File: src/sv/assert_macros.svh
// ---------------------------------------------------------------------------
// Assertion macros shared by the index of coincidence block
// Clocked on clk, disabled while arst_n is low.
// ---------------------------------------------------------------------------
`ifndef ASSERT_MACROS_SVH
`define ASSERT_MACROS_SVH

// same-cycle implication
`define LIC_ASSERT_IMP(label, ante, cons, msg) \
	label: assert property (@(posedge clk) disable iff (!arst_n) (ante) |-> (cons)) \
		else $error(msg);

// next-cycle implication
`define LIC_ASSERT_NEXT(label, ante, cons, msg) \
	label: assert property (@(posedge clk) disable iff (!arst_n) (ante) |=> (cons)) \
		else $error(msg);

`endif

File: src/sv/lic_pkg.sv
// ---------------------------------------------------------------------------
// lic_pkg - shared types and constants
// Widths, status codes and the request records passed between the
// histogram front end and the bit-serial divider.
// ---------------------------------------------------------------------------
package lic_pkg;

	localparam int CHAR_W  = 8;
	localparam int CNT_W   = 16;
	localparam int SUM_W   = 32;
	localparam int IC_W    = 17;
	localparam int STAT_W  = 2;
	localparam int NBINS   = 26;
	localparam int IDX_W   = 5;
	localparam int STEP_W  = 5;
	localparam int TDATA_W = 40;

	localparam logic [CNT_W-1:0]  MAX_LEN = 16'hFFFF;
	localparam logic [CHAR_W-1:0] CHAR_A  = 8'd65;
	localparam logic [CHAR_W-1:0] CHAR_Z  = 8'd90;

	// last quotient step index (17 quotient bits)
	localparam logic [STEP_W-1:0] LAST_STEP = 5'd16;

	localparam logic [STAT_W-1:0] STATUS_OK    = 2'd0;
	localparam logic [STAT_W-1:0] STATUS_SHORT = 2'd1;
	localparam logic [STAT_W-1:0] STATUS_LONG  = 2'd2;

	typedef enum logic [1:0] {
		DIV_IDLE,
		DIV_MUL,
		DIV_STEP,
		DIV_DONE
	} lic_div_state_t;

	// end-of-message request into the divider
	typedef struct packed {
		logic [SUM_W-1:0]  pair_sum;
		logic [CNT_W-1:0]  n;
		logic [STAT_W-1:0] status;
	} lic_div_req_t;

	// finished result
	typedef struct packed {
		logic [IC_W-1:0]   ic_value;
		logic [CNT_W-1:0]  byte_total;
		logic [STAT_W-1:0] status;
	} lic_result_t;

endpackage

File: src/sv/lic_div.sv
// ---------------------------------------------------------------------------
// lic_div - bit-serial Q16 divider for the index of coincidence
// Forms N*(N-1) in the multiply state, then produces floor(sum * 2^16 / (N*(N-1)))
// one quotient bit per cycle by restoring division, MSB first.
// ---------------------------------------------------------------------------
module lic_div (
	input  logic                clk,
	input  logic                arst_n,
	input  logic                start,
	input  lic_pkg::lic_div_req_t req,
	output logic                busy,
	output logic                res_valid,
	input  logic                res_ready,
	output lic_pkg::lic_result_t res
);
	import lic_pkg::*;

	`include "assert_macros.svh"

	lic_div_state_t state_q, state_nx;

	logic [SUM_W-1:0]  d_q;
	logic [SUM_W:0]    r_q;
	logic [IC_W-1:0]   quo_q;
	logic [CNT_W-1:0]  n_q;
	logic [STAT_W-1:0] stat_q;
	logic [STEP_W-1:0] cnt_q;

	logic [SUM_W:0]    trial;
	logic              qbit;
	logic [SUM_W:0]    r_keep;
	logic [CNT_W-1:0]  n_less;

	// trial subtract of one quotient step
	assign trial  = r_q - {1'b0, d_q};
	assign qbit   = (r_q >= {1'b0, d_q});
	assign r_keep = qbit ? trial : r_q;
	assign n_less = n_q - CNT_W'(1);

	// next state
	always_comb begin
		state_nx = state_q;
		unique case (state_q)
			DIV_IDLE: if (start) state_nx = DIV_MUL;
			DIV_MUL:  state_nx = DIV_STEP;
			DIV_STEP: if (cnt_q == LAST_STEP) state_nx = DIV_DONE;
			DIV_DONE: if (res_ready) state_nx = DIV_IDLE;
			default:  state_nx = DIV_IDLE;
		endcase
	end

	// outputs
	always_comb begin
		busy               = (state_q != DIV_IDLE);
		res_valid          = (state_q == DIV_DONE);
		res.ic_value       = (stat_q == STATUS_OK) ? quo_q : '0;
		res.byte_total     = n_q;
		res.status         = stat_q;
	end

	// control state
	always_ff @(posedge clk or negedge arst_n) begin
		if (!arst_n) begin
			state_q <= DIV_IDLE;
			cnt_q   <= '0;
		end else begin
			state_q <= state_nx;
			if (state_q == DIV_MUL)
				cnt_q <= '0;
			else if (state_q == DIV_STEP)
				cnt_q <= cnt_q + STEP_W'(1);
		end
	end

	// datapath: load, multiply, then one quotient bit per cycle
	always_ff @(posedge clk) begin
		unique case (state_q)
			DIV_IDLE: begin
				if (start) begin
					r_q    <= {1'b0, req.pair_sum};
					n_q    <= req.n;
					stat_q <= req.status;
				end
			end
			DIV_MUL: begin
				d_q   <= SUM_W'(n_q) * SUM_W'(n_less);
				quo_q <= '0;
			end
			DIV_STEP: begin
				quo_q <= {quo_q[IC_W-2:0], qbit};
				r_q   <= {r_keep[SUM_W-1:0], 1'b0};
			end
			default: ;
		endcase
	end

	`LIC_ASSERT_IMP(a_start_idle, start, state_q == DIV_IDLE, "start while divider busy")
	`LIC_ASSERT_NEXT(a_mul_step, state_q == DIV_MUL, (state_q == DIV_STEP) && (cnt_q == '0), "multiply not followed by first step")
	`LIC_ASSERT_IMP(a_ic_range, res_valid && (stat_q == STATUS_OK), res.ic_value <= 17'h10000, "index above one")

endmodule

File: src/sv/letter_index_of_coincidence_top.sv
// ---------------------------------------------------------------------------
// letter_index_of_coincidence_top - 26-letter index of coincidence
// Histograms capital letters of a byte stream and returns the Q16 index of
// coincidence with the byte count and a status code on each message end.
// ---------------------------------------------------------------------------
// Usage:
//   Input stream: one text byte per request on s_axis_tdata, s_axis_tlast
//   marks the final byte of a message. Bytes A to Z are binned; every byte
//   counts towards N, which saturates at 65535 (status 2 on overflow).
//   Output stream: one request per message, carrying ic_value and
//   byte_total in m_axis_tdata and the status code in m_axis_tuser.
//   Throughput: one byte per cycle inside a message. The closing byte hands
//   the sum and N to the serial divider, which forms N*(N-1) in its multiply
//   state, works out the 17 quotient bits MSB first in its step state and
//   then passes the result into the output register, which drives
//   m_axis_tvalid. s_axis_tready stays low from the closing byte until the
//   divider is idle again.
//   The output register takes the result and frees the divider; if the
//   receiver stalls, the next message streams in and waits only at its end,
//   with s_axis_tready low until the held result is taken.
//   Reset clears the histogram, counts and both handshakes at once; the
//   bins and counts clear again after every closing byte.
// ---------------------------------------------------------------------------
module letter_index_of_coincidence_top (
	input  logic                         clk,
	input  logic                         arst_n,
	input  logic                         s_axis_tvalid,
	output logic                         s_axis_tready,
	input  logic [lic_pkg::CHAR_W-1:0]   s_axis_tdata,  // [7:0] char_code
	input  logic                         s_axis_tlast,  // last
	output logic                         m_axis_tvalid,
	input  logic                         m_axis_tready,
	output logic [lic_pkg::TDATA_W-1:0]  m_axis_tdata,  // [16:0] ic_value, [32:17] byte_total
	output logic [lic_pkg::STAT_W-1:0]   m_axis_tuser   // [1:0] status
);
	import lic_pkg::*;

	`include "assert_macros.svh"

	logic [CNT_W-1:0] bins_q [NBINS];
	logic [CNT_W-1:0] count_q;
	logic [SUM_W-1:0] pair_q;
	logic             ovf_q;

	logic              accept;
	logic              is_letter;
	logic [CHAR_W-1:0] offset;
	logic [IDX_W-1:0]  idx;
	logic              at_max;
	logic              do_bin;
	logic [CNT_W-1:0]  bin_cur;
	logic [CNT_W-1:0]  count_nx;
	logic [SUM_W-1:0]  pair_nx;
	logic              ovf_nx;

	lic_div_req_t div_req;
	lic_result_t  div_res;
	logic         div_busy;
	logic         div_valid;
	logic         div_ready;
	logic         out_load;

	logic        out_valid_q;
	lic_result_t out_q;

	// letter decode and count update
	assign accept    = s_axis_tvalid & s_axis_tready;
	assign is_letter = (s_axis_tdata >= CHAR_A) && (s_axis_tdata <= CHAR_Z);
	assign offset    = s_axis_tdata - CHAR_A;
	assign idx       = offset[IDX_W-1:0];
	assign at_max    = (count_q == MAX_LEN);
	assign do_bin    = is_letter && !at_max;
	assign bin_cur   = is_letter ? bins_q[idx] : '0;
	assign count_nx  = at_max ? count_q : count_q + CNT_W'(1);
	assign ovf_nx    = ovf_q | at_max;
	assign pair_nx   = do_bin ? pair_q + {{(SUM_W-CNT_W-1){1'b0}}, bin_cur, 1'b0} : pair_q;

	// end-of-message request
	always_comb begin
		div_req.pair_sum = pair_nx;
		div_req.n        = count_nx;
		priority if (ovf_nx)
			div_req.status = STATUS_LONG;
		else if (count_nx < CNT_W'(2))
			div_req.status = STATUS_SHORT;
		else
			div_req.status = STATUS_OK;
	end

	assign s_axis_tready = !div_busy;

	// histogram, count and pair sum; cleared on the closing byte
	always_ff @(posedge clk or negedge arst_n) begin
		if (!arst_n) begin
			for (int i = 0; i < NBINS; i++)
				bins_q[i] <= '0;
			count_q <= '0;
			pair_q  <= '0;
			ovf_q   <= 1'b0;
		end else if (accept) begin
			if (s_axis_tlast) begin
				for (int i = 0; i < NBINS; i++)
					bins_q[i] <= '0;
				count_q <= '0;
				pair_q  <= '0;
				ovf_q   <= 1'b0;
			end else begin
				for (int i = 0; i < NBINS; i++)
					if (do_bin && (idx == IDX_W'(i)))
						bins_q[i] <= bin_cur + CNT_W'(1);
				count_q <= count_nx;
				pair_q  <= pair_nx;
				ovf_q   <= ovf_nx;
			end
		end
	end

	lic_div u_div (
		.clk       (clk),
		.arst_n    (arst_n),
		.start     (accept & s_axis_tlast),
		.req       (div_req),
		.busy      (div_busy),
		.res_valid (div_valid),
		.res_ready (div_ready),
		.res       (div_res)
	);

	// output register
	assign div_ready = !out_valid_q || m_axis_tready;
	assign out_load  = div_valid && div_ready;

	always_ff @(posedge clk or negedge arst_n) begin
		if (!arst_n)
			out_valid_q <= 1'b0;
		else if (out_load)
			out_valid_q <= 1'b1;
		else if (m_axis_tready)
			out_valid_q <= 1'b0;
	end

	always_ff @(posedge clk) begin
		if (out_load)
			out_q <= div_res;
	end

	assign m_axis_tvalid = out_valid_q;
	assign m_axis_tdata  = {{(TDATA_W-IC_W-CNT_W){1'b0}}, out_q.byte_total, out_q.ic_value};
	assign m_axis_tuser  = out_q.status;

	`LIC_ASSERT_NEXT(a_clear_after_last, accept && s_axis_tlast, (count_q == '0) && (pair_q == '0) && !ovf_q, "message state not cleared")
	`LIC_ASSERT_IMP(a_err_zero_ic, m_axis_tvalid && (m_axis_tuser != STATUS_OK), m_axis_tdata[IC_W-1:0] == '0, "error result with non-zero index")

endmodule

File: config.mk
export PLATFORM = sky130hd
export DESIGN_NAME = letter_index_of_coincidence_top
export DESIGN_NICKNAME = d
export VERILOG_FILES = /design/src/sv/lic_pkg.sv /design/src/sv/lic_div.sv /design/src/sv/letter_index_of_coincidence_top.sv
export VERILOG_INCLUDE_DIRS = /design/src /design/src/sv
export SDC_FILE = /design/constraint.sdc
export NUM_CORES = 2
export LEC_CHECK = 0
export BUFFER_PORTS_ARGS = -buffer_cell sky130_fd_sc_hd__buf_2
export CAP_MARGIN = 20
export CORE_ASPECT_RATIO = 2
export CORE_MARGIN = 3
export CORE_UTILIZATION = 45
export DETAILED_ROUTE_END_ITERATION = 10
export SLEW_MARGIN = 20
export SYNTH_ARGS = -nofsm -noshare
export SYNTH_HDL_FRONTEND = slang
export SYNTH_SLANG_ARGS = --single-unit
File: constraint.sdc
create_clock -name clk -period 20.3 [get_ports clk]
set_input_delay 2.03 -clock clk [delete_from_list [all_inputs] [get_ports clk]]
set_output_delay 2.03 -clock clk [all_outputs]
set_load 0.02 [all_outputs]
---- Word-level counts from Yosys, hierarchy flattened ----
Index checks and enable logic that the tools add are counted.
word-level totals
  register bits after elaboration ......... 608
  logic and storage cells ................. 234
  output and inout bits ................... 44
  input bits .............................. 13
cells by class
  muxes and demuxes ....................... 49
  add/sub/neg operators ................... 7
  equality and inequality tests ........... 33
  multiply operators ...................... 1
  magnitude comparators ................... 5
  reduce and logical (&&, ||, !) cells .... 95
  bitwise gates (word level) .............. 4
operators by type and width
  cell                                                                                 number
  16-bit two-way mux                                                                   31
  416-bit two-way mux                                                                  1
  32-bit two-way mux                                                                   3
  16-bit binary-select mux with 5-bit select                                           1
  33-bit case mux with 2 select lines                                                  1
  2-bit nonzero test                                                                   30
  2-bit AND reduction                                                                  28
  5-bit == test, second input constant                                                 11
  5-bit by 4-bit == test with 1-bit output, second input constant                      8
  17-bit case mux with 2 select lines                                                  1
  33-bit by 32-bit greater-or-equal comparator with 1-bit output                       1
  33-bit two-way mux                                                                   1
  16-bit by 1-bit adder with 16-bit output, second input constant                      2
  32-bit by 17-bit adder with 32-bit output                                            1
  16-bit by 16-bit multiplier with 32-bit output                                       1
  32-bit subtractor                                                                    1
  1-bit logical AND                                                                    29
  5-bit by 3-bit == test with 1-bit output, second input constant                      4
  16-bit == test, second input constant                                                1
  16-bit by 2-bit < comparator with 1-bit output, second input constant                1
  16-bit by 1-bit subtractor with 16-bit output, second input constant                 1
  5-bit by 2-bit == test with 1-bit output, second input constant                      2
  5-bit two-way mux                                                                    2
  8-bit by 7-bit greater-or-equal comparator with 1-bit output, second input constant  1
  other kinds (19)                                                                     31

---- Longest topological paths before layout ----
  depth in word-level cells ............... 10
  gate-level depth with buffers ........... 36
  gate-level depth less buffers ........... 34

---- By module ----
Synthesis repeated with hierarchy kept, for this count alone.
unflattened totals
  cell total of the unflattened synthesis .. 3,880
  area, all modules ....................... 39,307.7 um2
modules (own cells, without submodules)
  module                           sequential area each (um2)  cells each  area an instance (um2)  times used
  letter_index_of_coincidence_top  12,687.2                    2,250       23,998.0                1
  lic_div                          3,148.0                     1,630       15,309.7                1

---- Worst setup path after synthesis ----
No wires, ideal clock.
  path type ............................... register -> register
  start point ............................. register u_div.n_q[0]
  end point ............................... register u_div.d_q[31] (data pin)
  stages on the path, launching flop included .. 34
  data required time ...................... 20.040 ns
  data arrival time ....................... 8.593 ns
  period minus slack after synthesis ...... 8.853 ns
  setup slack ............................. 11.447 ns
  buffers on the path ..................... 2
  library setup time ...................... 0.260 ns
  cells stage by stage .................... edfxtp_1 > clkinv_1 > buf_1 > ha_1 > inv_1 > or3_1 > or3_1 > or3_1 > or3_1 > or3_1 > ha_1 > clkbuf_1 > nand2b_1 > fa_1 > inv_1 > fa_1 > fa_1 > fa_1 > fa_1 > inv_1 > fa_1 > inv_1 > ha_1 > a21o_1 > a21o_1 > a21oi_1 > o31ai_1 > a221oi_1 > a21oi_1 > o21ai_0 > nand2b_1 > a41oi_1 > o21bai_1 > xnor2_1
on the way
  longest elaborated chain between the ends .. 2
ends and longest elaborated chain
  element                                             line           source
  start, declared                                     lic_div.sv:25  logic [CNT_W-1:0] n_q;
  start signal, assigned                              lic_div.sv:81  n_q <= req.n;
  16-bit by 1-bit subtractor with 16-bit output       lic_div.sv:38  assign n_less = n_q - CNT_W'(1);
  16-bit by 16-bit multiplier with 32-bit output (*)  lic_div.sv:86  d_q <= SUM_W'(n_q) * SUM_W'(n_less);
  end signal, assigned                                lic_div.sv:86
  end, declared                                       lic_div.sv:22  logic [SUM_W-1:0] d_q;
Mark *: on every way between the ends. The rest lies on a longest branch, timed or not.
A chain may end at the register's enable or synchronous reset.

---- Worst setup path in the final report ----
  start point ............................. register u_div.n_q[0]
  end point ............................... register u_div.d_q[30] (data pin)
The elaborated chain is that of the path after synthesis.

==> metrics.yaml <==
outcome: "completed"
yosysUniqueCellTypes: 71
topRoutingLayerUsed: "met5"
syn-instance-count: 3815
drive_gt1_share_pct: 9.546
gp_congestion: 0.8971
initial_core_util_pct: 45.65
grt_pass1_vias: 28641
die-width_um: 212.5
grt-ovfl-total: 0
cts_root_buf: "clkbuf_16"
max_stage_delay_ps: 660
hold_path.class: "register to register"
cp_slowest_cell: "edfxtp_1"
row_count: 150
drt_wl_total_mm: 108.0
clkSinkCount: 605
setup_tns_ps: 0
numCtsBuffers: 56
first_pass_iters: 5
grt_max_degree: 170
ant_nets: 0
dieArea_um2: 89050
cts_tree: "built"
timing.final.max_slew_violations: 0
grt.total_usage_pct: 24.85
yosysSeqAreaShare_pct: 41.18
min_period_ps: 9829
clkTransAtPathRegs_ps: 70
ys_warn_count: 0
wl_per_cell_um: 22.15
maxSlewHeadroom_pct: 24.07
nFillCells: 7876
final_common_cell: "nand2_1"
wl_met3_mm: 3.253
critPathMostFrequentCell: "fa_1"
hpwl_mm: 78.44
start_kind: "register"
htreeDepth: 2
area_growth_pct: 8.782
syn_area_um2: 38380
cts_buffer_depth: 3
routed_via_density: 5.566
ys_seq_elements: 605
cts_resized: 0
cp.required_ps: 20720
tightestPinTransition_ps: 1139
dieHeight_um: 419.0
cap_violations: 0
core-area_um2: 84080
final_nets: 4156
met1_length_mm: 37.26
yosys.area_share.simple_pct: 14.49
cts_setup_buffers: 0
synth_xor_area_share_pct: 2.445
async_flop_share_pct: 78.02
max_freq_mhz: 101.7
port_buffers: 49
end_kind: "register"
antenna_found_initial: 2
worstSetupPathType: "register to register"
syn-mean-instance-area_um2: 10.06
cp_data_arrival_time_ps: 10250
ios: 57
synth-compound-area-share_pct: 11.86
yosys.area_share.adder_pct: 16.12
skew_ps: 40.02
cts_hold_buf: 0
finalHoldViolCount: 0
layout_common_cells: "nand2_1, dfrtp_1, o21ai_0"
clk_latency_ps: 660
synth_enable_flop_cells: 133
crit_fanout: 18
min_period_over_period_pct: 48.42
drc_errors: 0
rsz0062_at_grt: "false"
num_vias: 27153
synth_top_family_by_area: "adder cells"
ys.flop_type: "dfrtp_1"
synth_mux_area_share_pct: 8.055
route.met2.wl_mm: 58.99
drt_iter0_markers: 1391
setup_viol: 0
grt_pass1_wl_mm: 168.4
## critical path, delay by kind of cell (launching register included)
family / cells / cell delay (ps)
flops: 1 / 660
fa+ha+maj: 9 / 4220
compound gates: 8 / 2030
simple gates: 8 / 2130
buf+inv: 5 / 580
## logic make-up after synthesis
logic type / after synthesis
AND/OR/NAND/NOR: 1173
AO/OA/AOI/OAI: 810
flip-flops: 605
buffers and inverters: 555
adder cells (fa/ha/maj): 378
multiplexers: 188
XOR/XNOR: 105
other: 1
## routing by layer
layer	vias up	track usage [%]
li1	12821	-
met1	13498	25.78
met2	536	46.56
met3	296	2.867
met4	2	16.12
met5	-	0
## sequential cells by signal, summed over array words and instances, names as in the netlist
signal         cells
u_div.quo_q       17
count_q           16
u_div.n_q         16
pair_q            31
m_axis_tdata      33
m_axis_tvalid      1
m_axis_tuser       2
bins_q           416
u_div.state_q      2
u_div.stat_q       2
u_div.d_q         31
u_div.cnt_q        5
ovf_q              1
u_div.r_q         32
## through the flow
| step | cells | setup WS, ps | util (%) | hold slack, ps | cell area (um^2) |
|---|---|---|---|---|---|
| finish | 4878 | 10470 | 49.66 | 450.8 | 41750 |
| global placement | 4770 | 10570 | 47.16 | 444.5 | 39650 |
| detailed placement | 4770 | 10490 | 47.16 | 447.1 | 39650 |
| CTS | 4876 | 10450 | 49.63 | 457.9 | 41730 |
| floorplan | 3821 | 11450 | - | 427.2 | 38410 |
| global route | 4877 | 9905 | 49.66 | 466.8 | 41750 |
## cell type report
class,instances,area [um^2],share of cell area (%)
Antenna cell,1,2.502,0.005993
Clock buffer,77,1625,3.893
Clock inverter,29,450.4,1.079
Inverter,323,1212,2.904
Multi-Input combinational cell,2661,20530,49.16
Sequential cell,605,15810,37.85
Tap cell,1064,1331,3.188
Timing Repair Buffer,118,799.5,1.915
## synthesized netlist by cell type (4+ instances only)
library cell / number / area share (%)
a22o_1: 11 / 0.25
o21a_1: 11 / 0.22
buf_6: 6 / 0.18
and2_1: 54 / 0.88
nor3_1: 23 / 0.30
a41oi_1: 5 / 0.11
o211ai_1: 14 / 0.27
nand3_1: 93 / 1.2
o22ai_1: 7 / 0.11
a21o_1: 41 / 0.80
mux2i_1: 85 / 2.2
edfxtp_1: 133 / 10
buf_4: 17 / 0.33
nand4_1: 18 / 0.29
a31oi_1: 9 / 0.15
ha_1: 184 / 6.0
buf_1: 12 / 0.12
xor2_1: 34 / 0.78
o21bai_1: 9 / 0.18
clkbuf_1: 157 / 1.5
o221ai_1: 6 / 0.14
buf_2: 39 / 0.51
fa_1: 194 / 10
o31ai_1: 14 / 0.27
o21ai_1: 120 / 1.6
or3_1: 21 / 0.34
nor2_1: 146 / 1.4
inv_1: 321 / 3.1
nor2b_1: 91 / 1.5
a211oi_1: 12 / 0.23
mux2_2: 7 / 0.21
dfrtp_1: 472 / 31
xnor2_1: 70 / 1.6
nand2_1: 523 / 5.1
nand2b_1: 157 / 2.6
o21ai_0: 361 / 4.7
a221oi_1: 4 / 0.091
mux4_2: 96 / 5.6
a21oi_1: 156 / 2.0
and3_1: 23 / 0.37
## final timing paths
kind,end,startpoint,slack [ps],cells past startpoint
worst max-delay path,u_div.d_q[30]$_DFFE_PP_,u_div.n_q[0]$_DFFE_PP_,10470,30
worst min-delay path,m_axis_tuser[0]$_DFFE_PP_,u_div.stat_q[0]$_SDFFCE_PN0P_,450,0
worst max register to register,u_div.d_q[30]$_DFFE_PP_,u_div.n_q[0]$_DFFE_PP_,10470,30
worst min register to register,m_axis_tuser[0]$_DFFE_PP_,u_div.stat_q[0]$_SDFFCE_PN0P_,450,0
max in group asynchronous,bins_q[276]$_DFFE_PN0P_,arst_n,16500,3
min in group asynchronous,bins_q[312]$_DFFE_PN0P_,arst_n,1450,1
Power is left out: the tool's default activity adds up to more than one toggle a clock period on the data nets, which glitch-free logic cannot reach.
